$ cat src/rtl/asdc_pkg.sv
// ----------------------------------------------------------------------------
// asdc_pkg
// Types and constants for the swing direction classifier.
// ----------------------------------------------------------------------------
package asdc_pkg;

    localparam int SAMPLE_W     = 16;
    localparam int DIFF_W       = 17;
    localparam int THRESH_W     = 16;
    localparam int WINDOW_W     = 8;
    localparam int INDEX_W      = 9;
    localparam int DIR_W        = 2;
    localparam int CAT_W        = 8;
    localparam int IN_TDATA_W   = 16;
    localparam int OUT_TDATA_W  = 32;
    localparam int APB_ADDR_W   = 3;
    localparam int APB_DATA_W   = 32;

    localparam int MAX_WINDOW_DEF = 255;
    localparam int WINDOW_LIMIT   = 255;

    localparam logic [THRESH_W-1:0] THRESHOLD_RST = 16'd4915;
    localparam logic [WINDOW_W-1:0] WINDOW_RST    = 8'd75;

    // Position marker meaning "no peak recorded"
    localparam logic [INDEX_W-1:0] NO_INDEX = '1;

    // Register index (paddr[2])
    localparam logic REG_THRESHOLD = 1'b0;
    localparam logic REG_WINDOW    = 1'b1;

    // Direction codes
    localparam logic [DIR_W-1:0] DIR_STANDING = 2'd0;
    localparam logic [DIR_W-1:0] DIR_FORWARD  = 2'd1;
    localparam logic [DIR_W-1:0] DIR_BACKWARD = 2'd2;

    // Reward categories
    localparam logic signed [CAT_W-1:0] CAT_STANDING = 8'sd0;
    localparam logic signed [CAT_W-1:0] CAT_FORWARD  = 8'sd100;
    localparam logic signed [CAT_W-1:0] CAT_BACKWARD = -8'sd100;

    typedef struct packed {
        logic signed [DIFF_W-1:0] peak_value;
        logic signed [CAT_W-1:0]  category;
        logic [DIR_W-1:0]         direction;
    } result_t;

endpackage

$ cat src/rtl/accel_swing_direction_classifier.sv
// ----------------------------------------------------------------------------
// accel_swing_direction_classifier
// Baseline-relative peak tracking over a window of X acceleration samples.
// ----------------------------------------------------------------------------
// The block takes one accelerometer X sample per cycle on the s_ stream. The
// first sample of a run is the baseline; each of the next window_samples
// samples (0 acts as 1, capped at MAX_WINDOW and at 255) is compared against
// it, and the run ends with one result item: standing, forward (minimum came
// first) or backward, with the winning peak. Each sample passes an input
// register and updates the run state as it leaves it, so the result of a run
// is loaded into the result register by the last sample of that run. The rate
// is one item per cycle, set by the combinational subtract and compare and the
// update of the peak registers; it drops only while the result register is
// held by m_tready low. Registers: threshold at byte address 0, window_samples at 4.
module accel_swing_direction_classifier
    import asdc_pkg::*;
#(
    parameter int MAX_WINDOW = MAX_WINDOW_DEF
) (
    input  logic                    aclk,
    input  logic                    aresetn,
    // APB configuration
    input  logic                    psel,
    input  logic                    penable,
    input  logic                    pwrite,
    input  logic [APB_ADDR_W-1:0]   paddr,
    input  logic [APB_DATA_W-1:0]   pwdata,
    output logic [APB_DATA_W-1:0]   prdata,
    output logic                    pready,
    // sample stream
    input  logic                    s_tvalid,
    output logic                    s_tready,
    input  logic [IN_TDATA_W-1:0]   s_tdata,   // [15:0] accel_x
    // result stream
    output logic                    m_tvalid,
    input  logic                    m_tready,
    output logic [OUT_TDATA_W-1:0]  m_tdata    // [1:0] direction, [9:2] category,
                                               // [26:10] peak_value, [31:27] zero
);

    localparam int EFF_MAX = (MAX_WINDOW > WINDOW_LIMIT) ? WINDOW_LIMIT : MAX_WINDOW;
    localparam int CNT_W   = (EFF_MAX < 2) ? 1 : $clog2(EFF_MAX + 1);
    localparam logic [WINDOW_W-1:0] EFF_MAX_W = WINDOW_W'(EFF_MAX);

    // ---------------- configuration ----------------
    logic [THRESH_W-1:0] threshold_reg;
    logic [WINDOW_W-1:0] window_reg;
    logic                cfg_wr;

    assign pready = 1'b1;
    assign cfg_wr = psel && penable && pwrite && pready;

    always_ff @(posedge aclk) begin
        if (!aresetn) begin
            threshold_reg <= THRESHOLD_RST;
            window_reg    <= WINDOW_RST;
        end else if (cfg_wr) begin
            unique case (paddr[2])
                REG_THRESHOLD: threshold_reg <= pwdata[THRESH_W-1:0];
                default:       window_reg    <= pwdata[WINDOW_W-1:0];
            endcase
        end
    end

    always_comb begin
        unique case (paddr[2])
            REG_THRESHOLD: prdata = {{(APB_DATA_W-THRESH_W){1'b0}}, threshold_reg};
            default:       prdata = {{(APB_DATA_W-WINDOW_W){1'b0}}, window_reg};
        endcase
    end

    // ---------------- input register ----------------
    logic                       in_valid_reg;
    logic signed [SAMPLE_W-1:0] in_x_reg;
    logic                       out_free;
    logic                       advance;

    result_t res_reg;
    logic    res_valid_reg;

    assign out_free = !res_valid_reg || m_tready;
    assign advance  = in_valid_reg && out_free;
    assign s_tready = !in_valid_reg || out_free;

    always_ff @(posedge aclk) begin
        if (!aresetn) begin
            in_valid_reg <= 1'b0;
        end else if (s_tready) begin
            in_valid_reg <= s_tvalid;
        end
    end

    always_ff @(posedge aclk) begin
        if (s_tready && s_tvalid) begin
            in_x_reg <= $signed(s_tdata[SAMPLE_W-1:0]);
        end
    end

    // ---------------- run state ----------------
    logic signed [SAMPLE_W-1:0] base_reg;
    logic                       have_base_reg;
    logic [CNT_W-1:0]           cnt_reg;
    logic signed [DIFF_W-1:0]   min_val_reg;
    logic signed [DIFF_W-1:0]   max_val_reg;
    logic [INDEX_W-1:0]         min_idx_reg;
    logic [INDEX_W-1:0]         max_idx_reg;

    logic signed [DIFF_W-1:0]   diff;
    logic signed [DIFF_W:0]     diff_x;
    logic signed [DIFF_W:0]     thr_pos;
    logic signed [DIFF_W:0]     thr_neg;
    logic                       out_band;
    logic                       upd_min;
    logic                       upd_max;
    logic [CNT_W-1:0]           cnt_next;
    logic [WINDOW_W-1:0]        eff_window;
    logic                       run_done;
    logic signed [DIFF_W-1:0]   min_val_next;
    logic signed [DIFF_W-1:0]   max_val_next;
    logic [INDEX_W-1:0]         min_idx_next;
    logic [INDEX_W-1:0]         max_idx_next;
    result_t                    res_next;

    always_comb begin
        diff     = DIFF_W'(in_x_reg) - DIFF_W'(base_reg);
        diff_x   = (DIFF_W+1)'(diff);
        thr_pos  = $signed({2'b00, threshold_reg});
        thr_neg  = -thr_pos;
        out_band = (diff_x > thr_pos) || (diff_x < thr_neg);
        upd_min  = out_band && (diff < min_val_reg);
        upd_max  = out_band && !upd_min && (diff > max_val_reg);

        min_val_next = upd_min ? diff : min_val_reg;
        max_val_next = upd_max ? diff : max_val_reg;
        min_idx_next = upd_min ? INDEX_W'(cnt_reg) : min_idx_reg;
        max_idx_next = upd_max ? INDEX_W'(cnt_reg) : max_idx_reg;

        cnt_next = cnt_reg + 1'b1;
        if (window_reg == '0) begin
            eff_window = WINDOW_W'(1);
        end else if (window_reg > EFF_MAX_W) begin
            eff_window = EFF_MAX_W;
        end else begin
            eff_window = window_reg;
        end
        run_done = have_base_reg && (WINDOW_W'(cnt_next) >= eff_window);

        if ((min_idx_next == NO_INDEX) && (max_idx_next == NO_INDEX)) begin
            res_next.direction  = DIR_STANDING;
            res_next.category   = CAT_STANDING;
            res_next.peak_value = '0;
        end else if (min_idx_next < max_idx_next) begin
            res_next.direction  = DIR_FORWARD;
            res_next.category   = CAT_FORWARD;
            res_next.peak_value = min_val_next;
        end else begin
            res_next.direction  = DIR_BACKWARD;
            res_next.category   = CAT_BACKWARD;
            res_next.peak_value = max_val_next;
        end
    end

    always_ff @(posedge aclk) begin
        if (!aresetn) begin
            have_base_reg <= 1'b0;
            cnt_reg       <= '0;
            min_val_reg   <= '0;
            max_val_reg   <= '0;
            min_idx_reg   <= NO_INDEX;
            max_idx_reg   <= NO_INDEX;
        end else if (advance) begin
            if (!have_base_reg || run_done) begin
                // start a fresh run: baseline sample or end of window
                have_base_reg <= !have_base_reg;
                cnt_reg       <= '0;
                min_val_reg   <= '0;
                max_val_reg   <= '0;
                min_idx_reg   <= NO_INDEX;
                max_idx_reg   <= NO_INDEX;
            end else begin
                cnt_reg     <= cnt_next;
                min_val_reg <= min_val_next;
                max_val_reg <= max_val_next;
                min_idx_reg <= min_idx_next;
                max_idx_reg <= max_idx_next;
            end
        end
    end

    always_ff @(posedge aclk) begin
        if (advance && !have_base_reg) begin
            base_reg <= in_x_reg;
        end
    end

    // ---------------- result register ----------------
    always_ff @(posedge aclk) begin
        if (!aresetn) begin
            res_valid_reg <= 1'b0;
        end else if (out_free) begin
            res_valid_reg <= advance && run_done;
        end
    end

    always_ff @(posedge aclk) begin
        if (advance && run_done) begin
            res_reg <= res_next;
        end
    end

    assign m_tvalid = res_valid_reg;
    assign m_tdata  = {{(OUT_TDATA_W-$bits(result_t)){1'b0}}, res_reg};

    // ---------------- assertions ----------------
    a_cnt_range: assert property (@(posedge aclk) disable iff (!aresetn)
        int'(cnt_reg) < EFF_MAX)
        else $error("sample count ran past the window limit");

    a_no_peak_before_base: assert property (@(posedge aclk) disable iff (!aresetn)
        !have_base_reg |-> (min_idx_reg == NO_INDEX) && (max_idx_reg == NO_INDEX))
        else $error("peak recorded while waiting for a baseline");

    a_standing_zero: assert property (@(posedge aclk) disable iff (!aresetn)
        res_valid_reg && (res_reg.direction == DIR_STANDING)
            |-> (res_reg.peak_value == '0) && (res_reg.category == CAT_STANDING))
        else $error("standing result carries a peak");

    a_forward_neg: assert property (@(posedge aclk) disable iff (!aresetn)
        res_valid_reg && (res_reg.direction == DIR_FORWARD) |-> res_reg.peak_value < 0)
        else $error("forward result with non-negative peak");

    a_backward_pos: assert property (@(posedge aclk) disable iff (!aresetn)
        res_valid_reg && (res_reg.direction == DIR_BACKWARD) |-> res_reg.peak_value > 0)
        else $error("backward result with non-positive peak");

    a_result_loaded: assert property (@(posedge aclk) disable iff (!aresetn)
        advance && run_done |=> res_valid_reg)
        else $error("finished run produced no result item");

endmodule

$ cat config.mk
export PLATFORM = sky130hd
export DESIGN_NAME = accel_swing_direction_classifier
export DESIGN_NICKNAME = d
export VERILOG_FILES = /design/src/rtl/asdc_pkg.sv /design/src/rtl/accel_swing_direction_classifier.sv
export SDC_FILE = /design/constraint.sdc
export NUM_CORES = 1
export LEC_CHECK = 0
export BUFFER_PORTS_ARGS = -buffer_cell sky130_fd_sc_hd__buf_4
export CAP_MARGIN = 40
export CELL_PAD_IN_SITES_DETAIL_PLACEMENT = 1
export CELL_PAD_IN_SITES_GLOBAL_PLACEMENT = 2
export CORE_MARGIN = 4
export CORE_UTILIZATION = 39
export DETAILED_ROUTE_END_ITERATION = 10
export PLACE_DENSITY = 0.85
export SYNTH_ARGS = -nofsm -noshare
export SYNTH_HDL_FRONTEND = slang
export SYNTH_SLANG_ARGS = --single-unit
$ cat constraint.sdc
create_clock -name aclk -period 20.8 [get_ports aclk]
set_clock_uncertainty 0.2 [all_clocks]
set_input_delay 0 -clock aclk [delete_from_list [all_inputs] [get_ports aclk]]
set_output_delay 0 -clock aclk [all_outputs]
set_load 0.005 [all_outputs]
======== Word level (Yosys, flattened, before mapping) ========
Index checks and enable logic that the tools add are counted.
operators by class
  multiplexer cells ....................... 13
  bitwise gates (word level) .............. 1
  $add $sub $neg .......................... 3
  equal/unequal tests ..................... 2
  reduce and logical (&&, ||, !) cells .... 23
  $lt $le $gt $ge ......................... 7
operators with widths
  kind                 number
  $mux 17              4
  $mux 9               4
  $gt 17x17->1         2
  $mux 27              1
  $mux 8               3
  $eq 9x9->1 const B   2
  $lt 17x18->1         1
  $neg 16->18          1
  $lt 17x17->1         1
  $sub 16x16->17       1
  $mux 16              1
  $logic_and 1x1->1    11
  $lt 9x9->1           1
  $add 8x1->8 const B  1
  $ge 8x8->1           1
  $gt 8x8->1 const B   1
  $logic_not 8->1      1
  $reduce_and 2->1     3
  $logic_not 1->1      4
  $logic_or 1x1->1     4
  $not 1->1            1
storage, ports and cells
  register bits after elaboration ......... 146
  input port bits ......................... 58
  word-level logic and storage cells ...... 64
  output and inout port bits .............. 67

======== Depth between registers and ports, before layout ========
Gate-level depths: netlist of run 1.
  depth in word-level cells ............... 10
  mapped depth ............................ 33
  mapped depth without buffers ............ 30

======== Worst setup path before layout of run 1 ========
Ideal clock, no wire load.
  kind .................................... reg-to-reg
  from .................................... register in_x_reg[1]
  to ...................................... register res_reg (netlist bit m_tdata[25]), data pin
  stages on the path, launching flop included .. 32
  clock period less this slack ............ 6.754 ns
  library setup time ...................... 0.277 ns
  data arrival time ....................... 6.277 ns
  data required time ...................... 20.323 ns
  buffers on the path ..................... 4
  path slack .............................. 14.046 ns
  path through ............................ edfxtp_1 -> ha_1 -> nor2b_1 -> o21ai_0 -> a21oi_1 -> o21ai_0 -> a21oi_1 -> o21a_1 -> o21ai_0 -> a21oi_1 -> o311a_1 -> a311oi_1 -> inv_1 -> ha_1 -> a21o_1 -> a211oi_1 -> mux2i_1 -> a211o_1 -> o41ai_2 -> and3b_1 -> buf_6 -> clkbuf_1 -> mux2i_1 -> ha_1 -> o211ai_1 -> o21a_1 -> maj3_2 -> o21a_2 -> buf_6 -> buf_2 -> o32ai_1 -> a211oi_1
between the ends
  longest elaborated chain between the ends .. 10
  elaborated cells on any way between the ends .. 19
  classes of those cells .................. 1 x add/sub; 5 x order compare; 2 x eq/ne; 5 x mux; 6 x reduce/logical
ends and longest elaborated chain
  what                                                 line                                                                              RTL
  from (decl)                                          accel_swing_direction_classifier.sv:74                                            logic signed [SAMPLE_W-1:0] in_x_reg;
  from (signal assigned)                               accel_swing_direction_classifier.sv:95                                            in_x_reg <= $signed(s_tdata[SAMPLE_W-1:0]);
  $sub 16x16->17 *                                     accel_swing_direction_classifier.sv:125                                           diff = DIFF_W'(in_x_reg) - DIFF_W'(base_reg);
  $lt 17x18->1 / $gt 17x17->1 (equally long branches)  accel_swing_direction_classifier.sv:129                                           out_band = (diff_x > thr_pos) || (diff_x < thr_neg);
  $logic_or 1x1->1                                     accel_swing_direction_classifier.sv:129
  $logic_and 1x1->1                                    accel_swing_direction_classifier.sv:130                                           upd_min = out_band && (diff < min_val_reg);
  $logic_not 1->1                                      accel_swing_direction_classifier.sv:131                                           upd_max = out_band && !upd_min && (diff > max_val_reg);
  $logic_and 1x1->1 (2 in series)                      accel_swing_direction_classifier.sv:131
  $mux 9                                               accel_swing_direction_classifier.sv:136                                           max_idx_next = upd_max ? INDEX_W'(cnt_reg) : max_idx_reg;
  $lt 9x9->1 / $eq 9x9->1 (equally long branches)      accel_swing_direction_classifier.sv:152, accel_swing_direction_classifier.sv:148
  $mux 27 / $logic_and 1x1->1 (equally long branches)  accel_swing_direction_classifier.sv:152, accel_swing_direction_classifier.sv:148
  to (signal assigned)                                 accel_swing_direction_classifier.sv:207                                           res_reg <= res_next;
  to (decl)                                            accel_swing_direction_classifier.sv:78                                            result_t res_reg;
Mark *: on every way between the ends. The rest lies on a longest branch, timed or not.
A chain may end at the register's enable or synchronous reset.

======== Worst setup path after layout of run 1 ========
  from .................................... register in_x_reg[1]
  to ...................................... register res_reg (netlist bit m_tdata[16]), data pin
The elaborated chain is that of the path after synthesis.

==> results of run 1 <==
-- cells by family after synthesis --
logic type	Yosys count	synth area share
AOI/OAI and AO/OA	237	0.189
xor gates and xnor gates	29	0.0282
adders and majority gates	99	0.138
buffers and inverters	175	0.0872
DFF	139	0.367
muxes	22	0.0280
other	2	0.000835
and+or+nand+nor	289	0.161
-- power by group through the flow --
stage / Combinational (mW) / Sequential (mW) / Clock [mW]
2_1_floorplan: 0.287 / 0.317 / 0
3_5_place_dp: 0.385 / 0.319 / 0
6_report: 0.404 / 0.313 / 0.319
4_1_cts: 0.399 / 0.313 / 0.325
3_3_place_gp: 0.375 / 0.319 / 0
5_1_grt: 0.451 / 0.314 / 0.338
-- worst max-delay path: stages (launching register included) --
cell	delay, ns
edfxtp_1	0.44
ha_1	0.32
nor2b_1	0.12
o21ai_0	0.20
a21oi_1	0.13
o21ai_0	0.23
a21oi_1	0.13
o21a_1	0.19
o21ai_0	0.24
a21oi_1	0.18
o311a_1	0.32
a311oi_1	0.65
inv_1	0.30
ha_1	0.41
and4_1	0.19
nand2_1	0.06
nor4_1	0.04
and3_1	0.19
o41ai_2	0.56
nand2_1	0.60
mux2_2	0.46
ha_1	0.31
a21oi_1	0.14
o21a_1	0.16
maj3_2	0.22
o21a_2	0.50
mux2i_4	0.72
a211oi_1	0.27
-- synthesized netlist by cell type, types with 6 or more instances --
cell,n
clkbuf_1,37
a21o_1,19
and2_1,6
nor2_1,52
edfxtp_1,52
xor2_1,6
nand2b_1,10
buf_4,29
or3b_2,6
o21ai_0,41
nand4_1,14
a21boi_0,22
inv_1,102
o21a_1,7
and3_1,6
nand3_1,31
a21oi_1,24
a22oi_1,33
ha_1,95
a211oi_1,25
o32ai_1,17
nor2b_1,41
nand2_1,96
xnor2_1,23
o211ai_1,14
mux2_2,7
mux2i_1,12
dfxtp_1,87
-- stage by stage --
step	hold slack (ns)	cells
after floorplan	-0.101	1014
after global placement	-0.0213	1319
after detailed placement	-0.0204	1321
after CTS	0.0128	1404
after global routing	0.0833	1405
final	0.0402	1405
-- how the worst max path moves through the flow --
| stage | end | cells after the start | start | slack (ns) |
|---|---|---|---|---|
| after floorplan | m_tdata[25] | 31 | in_x_reg[1] | 14.05 |
| after global placement | m_tdata[16] | 27 | in_x_reg[1] | 12.15 |
| after detailed placement | m_tdata[16] | 27 | in_x_reg[1] | 12.07 |
| after CTS | m_tdata[16] | 27 | in_x_reg[1] | 11.97 |
| after global routing | m_tdata[16] | 27 | in_x_reg[1] | 11.31 |
| final | m_tdata[16] | 27 | in_x_reg[1] | 11.96 |
-- metal layers --
layer,vias up,share of wire
met5,-,0
met4,0,0.0074
met3,15,0.030
met2,106,0.50
met1,3727,0.46
li1,3721,-
-- area by class of cell --
class / instances / area, um^2
timing repair buffer: 147 / 1250
tap: 285 / 357
sequential: 139 / 3300
clock buffer: 19 / 443
clock inverter: 13 / 166
multi-input combinational: 700 / 4990
inverter: 102 / 383
fill: 2611 / 11700
-- repair_timing --
| action | 4_1_cts | 5_1_grt |
|---|---|---|
| resized for setup | 0 | 0 |
| hold endpoints to repair | 60 | 0 |
| hold buffers | 51 | 0 |
==> results.toml, run 1 <==
[place]
gp_congestion = 0.808
port_buffers = 82
placed_cell_area_mm2 = 0.00976
dp_slack_ns = 12.07
hpwl_mm = 17.6

[die]
top_level_ports = 125
die_w_um = 160
core_area_mm2 = 0.0226
dieArea_mm2 = 0.0256
start_util = 0.397
die_h_um = 160
fp-row-count = 55

[status]
status = "finished clean"

[hold_path]
min_path_cells = 6
min_to = "threshold_reg[10]"
hold_path_class = "in2reg"
min_from = "psel"

[layout]
drive_above_1_share = 0.142
layout_common_cells = "inv_1, nand2_1, ha_1"
final_util = 0.481
final_area_mm2 = 0.0109
largest_reg_flops = 20
final_common_cell = "inv_1"
synthToLayoutAreaGrowth_pct = 21.1
fin_nets = 1261
num_antenna_cells = 0

[power]
p_seq_frac = 0.302
p_int_uw = 662
vdd_ir_drop_max_uv = 50.0
p_switching_uw = 374
pwr-share-clk = 0.308
switching_share = 0.361
power.total_mw = 1.04
power.density_mw_per_mm2 = 95.1
p_leak_nw = 4.38
pwr-share-comb = 0.390

[worst_setup_path]
start_kind = "flop"
reg2reg_to = "m_tdata[16]"
required_ns = 20.71
r2r_slack_ns = 11.96
critical_path_class = "reg2reg"
ff2ff_path_depth = 27
cp-end-kind = "flop"
cp_max_fo = 20
timing.rr.start = "in_x_reg[1]"
cp.arrival_ns = 8.74

[global_route]
use_met2 = 0.354
grt_overflow = 0
grt_pass1_wl_mm = 41.6
grt_pass1_vias = 7978
top_usage_layer = "met2"
antenna_found_initial = 0
grt_util_met1 = 0.255
met3_usage = 0.0335
track_usage = 0.198
grt_max_degree = 88

[logic_synthesis]
ys_seq_area_frac = 0.367
yosysWarnings = 0
yosysTopAreaCell = "dfxtp_1"
yosysTopAreaCellShare = 0.194
syn_area_per_cell_um2 = 9.07
synth_top_cells_by_area = "dfxtp_1, edfxtp_1, ha_1"
synth-async-reset-ratio = 0
syn_area_mm2 = 0.00899
synth_edf_count = 52
yosysUniqueCellTypes = 74
synthFlopType = "dfxtp_1"
ys_ff_latch = 139
postSynthCellCount = 992

[clocking]
cts_setup_buffers = 0
clockRootBuffer = "clkbuf_16"
clk_path_buf_depth = 2
cts_tree = "yes"
clock_latency_ns = 0.43
cts-buffers-inserted = 17
htree_levels = 4
clock-sinks = 139
clk_pin_slew_ns = 0.06

[sta]
fin_setup_tns_ns = 0
hold_viol_final = 0
slew_violations = 0
min_period_ns = 8.84
fmax_ghz = 0.113
setup_violations = 0
relSlewSlack = 0.397
post-route-period-util = 0.425
worstMarginPinSlew_ns = 0.904
rsz0062_at_grt = "no"
fin_ws_ns = 11.96

[drt]
via_count = 7569
ant_nets = 0
dr.pass1.iters = 5
routed_wl_mm = 25.0
wl_per_cell_um = 17.8
drc = 0
dr.first_iter.drc_count = 338
viasPerCell = 5.39

[flow_run]
max_cap_violations = 0
(Power assumes the default switching activity.)
==> run 2: changes to the inputs <==
- ABC_AREA: default -> 1
- CORE_UTILIZATION: 39 -> 31
- PLACE_DENSITY: 0.85 -> 0.76
- clock period: 20.8 -> 7.5 ns (I/O delays scaled with it)
==> results.toml, run 2 <==
[status]
status = "finished clean"

[sta]
min_period_ns = 6.45
relSlewSlack = 0.451
slew_violations = 0
fmax_ghz = 0.155
hold_ws_ns = 0.0593
fin_setup_tns_ns = 0
post-route-period-util = 0.861
setup_violations = 0
rsz0062_at_grt = "no"
hold_viol_final = 0
worstMarginPinSlew_ns = 0.823

[worst_setup_path]
slowest_delay_ns = 0.54
cp_max_fo = 27
cp.arrival_ns = 6.42
crit_slowest_cell = "xor2_1"
cp-end-kind = "flop"
required_ns = 7.47
critical_path_class = "reg2reg"
start_kind = "flop"
startpoint = "in_x_reg[2]"
timing.rr.start = "in_x_reg[2]"
crit_path_frequent_cell = "nand2_1"

[clocking]
clk_path_buf_depth = 2
clock-sinks = 139
htree_levels = 4
clock_latency_ns = 0.43
cts_resized = 0
clk_pin_slew_ns = 0.06
clockRootBuffer = "clkbuf_16"
cts-buffers-inserted = 17
cts_tree = "yes"

[drt]
viasPerCell = 4.77
dr.first_iter.drc_count = 300
drc = 0
dr.pass1.iters = 4
routed_wl_mm = 28.1
ant_nets = 0
via_count = 8539
wl_per_cell_um = 15.7

[logic_synthesis]
ys_ff_latch = 139
synth.most_common_cell = "nand2_1"
synthFlopType = "dfxtp_1"
yosysTopAreaCellShare = 0.182
postSynthCellCount = 1257
synth_edf_count = 52
synth-async-reset-ratio = 0
synth_top_cells_by_area = "dfxtp_1, edfxtp_1, ha_1"
yosys-top-cells-count = "nand2_1, inv_1, a21oi_1"
syn_area_per_cell_um2 = 7.61
yosysUniqueCellTypes = 54
syn_area_mm2 = 0.00957
yosysWarnings = 0
ys_seq_area_frac = 0.345
yosysTopAreaCell = "dfxtp_1"

[layout]
fill_cells = 3726
final_common_cell = "nand2_1"
synthToLayoutAreaGrowth_pct = 21.1
layout_common_cells = "nand2_1, inv_1, a21oi_1"
drive_above_1_share = 0.145
largest_reg_flops = 20
num_antenna_cells = 0
fin_nets = 1535

[global_route]
grt_max_degree = 55
antenna_found_initial = 0
grt_pass1_wl_mm = 46.6
grt_pass1_vias = 8923
track_usage = 0.172
grt_overflow = 0

[die]
die_w_um = 184
dieArea_mm2 = 0.0337
top_level_ports = 125
fp-row-count = 64
start_util = 0.314
core_area_mm2 = 0.0305
die_h_um = 184

[place]
hpwl_mm = 20.9
port_buffers = 82
gp_congestion = 0.796

[flow_run]
max_cap_violations = 0

[hold_path]
hold_path_class = "in2reg"
min_from = "paddr[2]"

[power]
vdd_ir_drop_max_uv = 148
p_leak_nw = 5.12
power.density_mw_per_mm2 = 238
## run 2: cell types whose count changed after synthesis, sizes merged, moves of 31 or more
| cell | delta |
|---|---|
| a21oi | +91 |
| o21ai | +55 |
| nand2 | +237 |
| nand3 | +31 |
| inv | +64 |
| nor2b | -41 |
| a22oi | -33 |
## run 2: logic make-up (layout without fill, tap and decap cells)
family,after synthesis,count (layout),synth area share
and+or+nand+nor,518,518,0.256
buffers and inverters,238,353,0.112
AOI/OAI and AO/OA,237,237,0.135
xor gates and xnor gates,27,27,0.0247
other,2,24,0.000785
DFF,139,139,0.345
adders and majority gates,96,96,0.126
## run 2: final timing paths
kind | end | slack, ns | cells after the start
worst max-delay path | m_tdata[22] | 1.05 | 41
worst min register to register | base_reg[9] | 0.26 | 0
worst min-delay path | threshold_reg[0] | 0.06 | 4
worst max register to register | m_tdata[22] | 1.05 | 41
## run 2: power breakdown
part           internal (mW)  switching [mW]
logic                  0.361           0.732
clock network          0.475           0.350
registers              0.827          0.0141
total                   1.66            1.10
## run 2: cell type report
cell class	instances	area [um^2]	area share
clock buffers	19	453	0.0391
clock inverters	13	114	0.00983
inverters	167	629	0.0543
multi-input cells	902	5270	0.455
flip-flops and latches	139	3300	0.285
well taps	396	495	0.0428
repair buffers	154	1310	0.113
## run 2: layer usage
| layer | part of all wire | up-vias | global-route usage |
|---|---|---|---|
| li1 | - | 4365 | - |
| met1 | 0.49 | 4044 | 0.229 |
| met2 | 0.46 | 113 | 0.291 |
| met3 | 0.026 | 17 | 0.0273 |
| met4 | 0.016 | 0 | 0.0444 |
| met5 | 0 | - | 0 |
## run 2: metrics by stage
| stage | std cells | total power, mW | util | instance area, um^2 | setup WS (ns) |
|---|---|---|---|---|---|
| 4_1_cts | 1790 | 2.80 | 0.380 | 11600 | 0.933 |
| 5_1_grt | 1790 | 2.96 | 0.380 | 11600 | 0.347 |
| 3_5_place_dp | 1703 | 1.94 | 0.343 | 10500 | 0.971 |
| 2_1_floorplan | 1279 | 1.65 | - | 9650 | 1.98 |
| 3_3_place_gp | 1700 | 1.91 | 0.342 | 10400 | 0.936 |
| 6_report | 1790 | 2.76 | 0.380 | 11600 | 1.05 |
## run 2: worst max-delay path, delay by kind of cell, from the launching register on
| kind | cells | cell delay [ns] |
|---|---|---|
| simple gates | 27 | 2.82 |
| xor+xnor | 1 | 0.54 |
| buf+inv | 3 | 0.15 |
| flops | 1 | 0.39 |
| fa+ha+maj | 3 | 0.96 |
| compound gates | 7 | 1.14 |
## run 2: what timing repair did
action                                  CTS  global route
hold endpoints to repair                 45             0
endpoints found under the setup margin    0             0
buffers inserted                          0             0
hold buffers                             55             0
==> run 3: changes to the inputs <==
- CAP_MARGIN: 40 -> default
- CORE_UTILIZATION: 31 -> 32
- CTS_BUF_LIST: default -> sky130_fd_sc_hd__clkbuf_8
- PLACE_DENSITY: 0.76 -> 0.78
==> results.toml, run 3 (synthesized netlist as in run 2, its figures left out) <==
[status]
status = "finished clean"

[drt]
ant_nets = 0
dr.pass1.iters = 4
drc = 0
top_layer = "met4"
viasPerCell = 4.84
wl_met3_um = 925
routed_wl_mm = 28.4
m1WireLength_mm = 13.8
met2_wirelength_mm = 13.2
via_count = 8622
dr.first_iter.drc_count = 373
wl_per_cell_um = 15.9

[die]
top_level_ports = 125
die_w_um = 181
start_util = 0.324
core_area_mm2 = 0.0296
fp-row-count = 63
die_h_um = 181
dieArea_mm2 = 0.0327

[global_route]
antenna_found_initial = 0
grt_pass1_vias = 8831
grt_max_degree = 55
track_usage = 0.174
grt_overflow = 0
grt_pass1_wl_mm = 46.4

[power]
p_leak_nw = 5.05
p_seq_frac = 0.324
pwr-share-comb = 0.421
vdd_ir_drop_max_uv = 108
switching_share = 0.410
p_switching_mw = 1.06
power.density_mw_per_mm2 = 228
pwr-share-clk = 0.255
p_int_mw = 1.53
power.total_mw = 2.59

[clocking]
clockRootBuffer = "clkbuf_8"
cts_setup_buffers = 0
cts-buffers-inserted = 17
cts_tree = "yes"
clock_latency_ns = 0.45
htree_levels = 4
clk_path_buf_depth = 2
clock-sinks = 139
cts_hold_buffers = 56
cts_resized = 0
clk_pin_slew_ns = 0.09

[worst_setup_path]
crit_slowest_cell = "xor2_1"
critical_path_class = "reg2reg"
required_ns = 7.50
cp.arrival_ns = 6.58
slowest_delay_ns = 0.56
reg2reg_to = "m_tdata[21]"
r2r_slack_ns = 0.92
critPathTopFamily = "simple AND/OR/NAND/NOR gates"
cp_max_fo = 27
ff2ff_path_depth = 41
crit_path_frequent_cell = "nand2_1"
start_kind = "flop"
cp-end-kind = "flop"
timing.rr.start = "in_x_reg[2]"
cp.buffers_inverters = 3

[hold_path]
min_path_cells = 2
hold_path_class = "in2reg"
min_from = "s_tdata[4]"
min_to = "in_x_reg[4]"

[sta]
min_period_ns = 6.58
hold_viol_final = 0
slew_violations = 0
rsz0062_at_grt = "no"
post-route-period-util = 0.878
fin_setup_tns_ns = 0
worstMarginPinSlew_ns = 1.07
setup_violations = 0
relSlewSlack = 0.282
fmax_ghz = 0.152
fin_ws_ns = 0.916

[place]
port_buffers = 82
hpwl_mm = 20.5
gp_congestion = 0.775
dp_slack_ns = 0.951

[layout]
drive_above_1_share = 0.142
final_common_cell = "nand2_1"
fin_nets = 1534
largest_reg_flops = 20
multiInputGateArea_mm2 = 0.00527
layout_common_cells = "nand2_1, inv_1, a21oi_1"
final_util = 0.385
synthToLayoutAreaGrowth_pct = 19.1
fill_cells = 3656
seq_area_mm2 = 0.00330
num_antenna_cells = 0

[flow_run]
max_cap_violations = 0
-- run 3: how the worst max path moves through the flow --
stage / to / cells after the start / startpoint
final: m_tdata[21] / 41 / in_x_reg[2]
after global routing: m_tdata[22] / 41 / in_x_reg[2]
after floorplan: m_tdata[6] / 37 / in_x_reg[2]
after detailed placement: m_tdata[21] / 41 / in_x_reg[2]
after global placement: m_tdata[21] / 41 / in_x_reg[2]
after CTS: m_tdata[10] / 41 / in_x_reg[2]
-- run 3: layer usage --
| metal | GRT usage | vias up |
|---|---|---|
| met1 | 0.235 | 4095 |
| met2 | 0.294 | 138 |
| li1 | - | 4370 |
| met4 | 0.0390 | 0 |
| met5 | 0 | - |
| met3 | 0.0266 | 19 |
-- run 3: cell type report --
cell class / count / area share
multi-input combinational: 902 / 0.463
sequential: 139 / 0.290
timing repair buffer: 153 / 0.113
inverter: 167 / 0.0552
tap: 390 / 0.0428
clock buffer: 19 / 0.0230
clock inverter: 13 / 0.0131
-- run 3: worst reg2reg max path: cells and delay by family, from the launching register on --
| family | cells | cell delay [ns] |
|---|---|---|
| buffers and inverters | 3 | 0.15 |
| adder cells (fa/ha/maj) | 3 | 0.98 |
| AND/OR/NAND/NOR | 27 | 2.85 |
| flip-flops | 1 | 0.40 |
| AO/OA/AOI/OAI | 7 | 1.15 |
| XOR/XNOR | 1 | 0.56 |
-- run 3: power groups by stage --
stage / registers [mW] / logic (mW) / clock network [mW]
floorplan: 0.854 / 0.793 / 0
global placement: 0.857 / 1.05 / 0
detailed placement: 0.859 / 1.07 / 0
CTS: 0.841 / 1.10 / 0.680
global route: 0.844 / 1.24 / 0.713
finish: 0.841 / 1.09 / 0.662
-- run 3: metrics by stage --
step	cell area (um^2)	hold WS, ns	cells
after global placement	10400	-0.0219	1695
final	11400	0.0630	1783
after detailed placement	10400	-0.0202	1695
after CTS	11400	0.0325	1783
after global routing	11400	0.0393	1783
after floorplan	9650	-0.101	1279
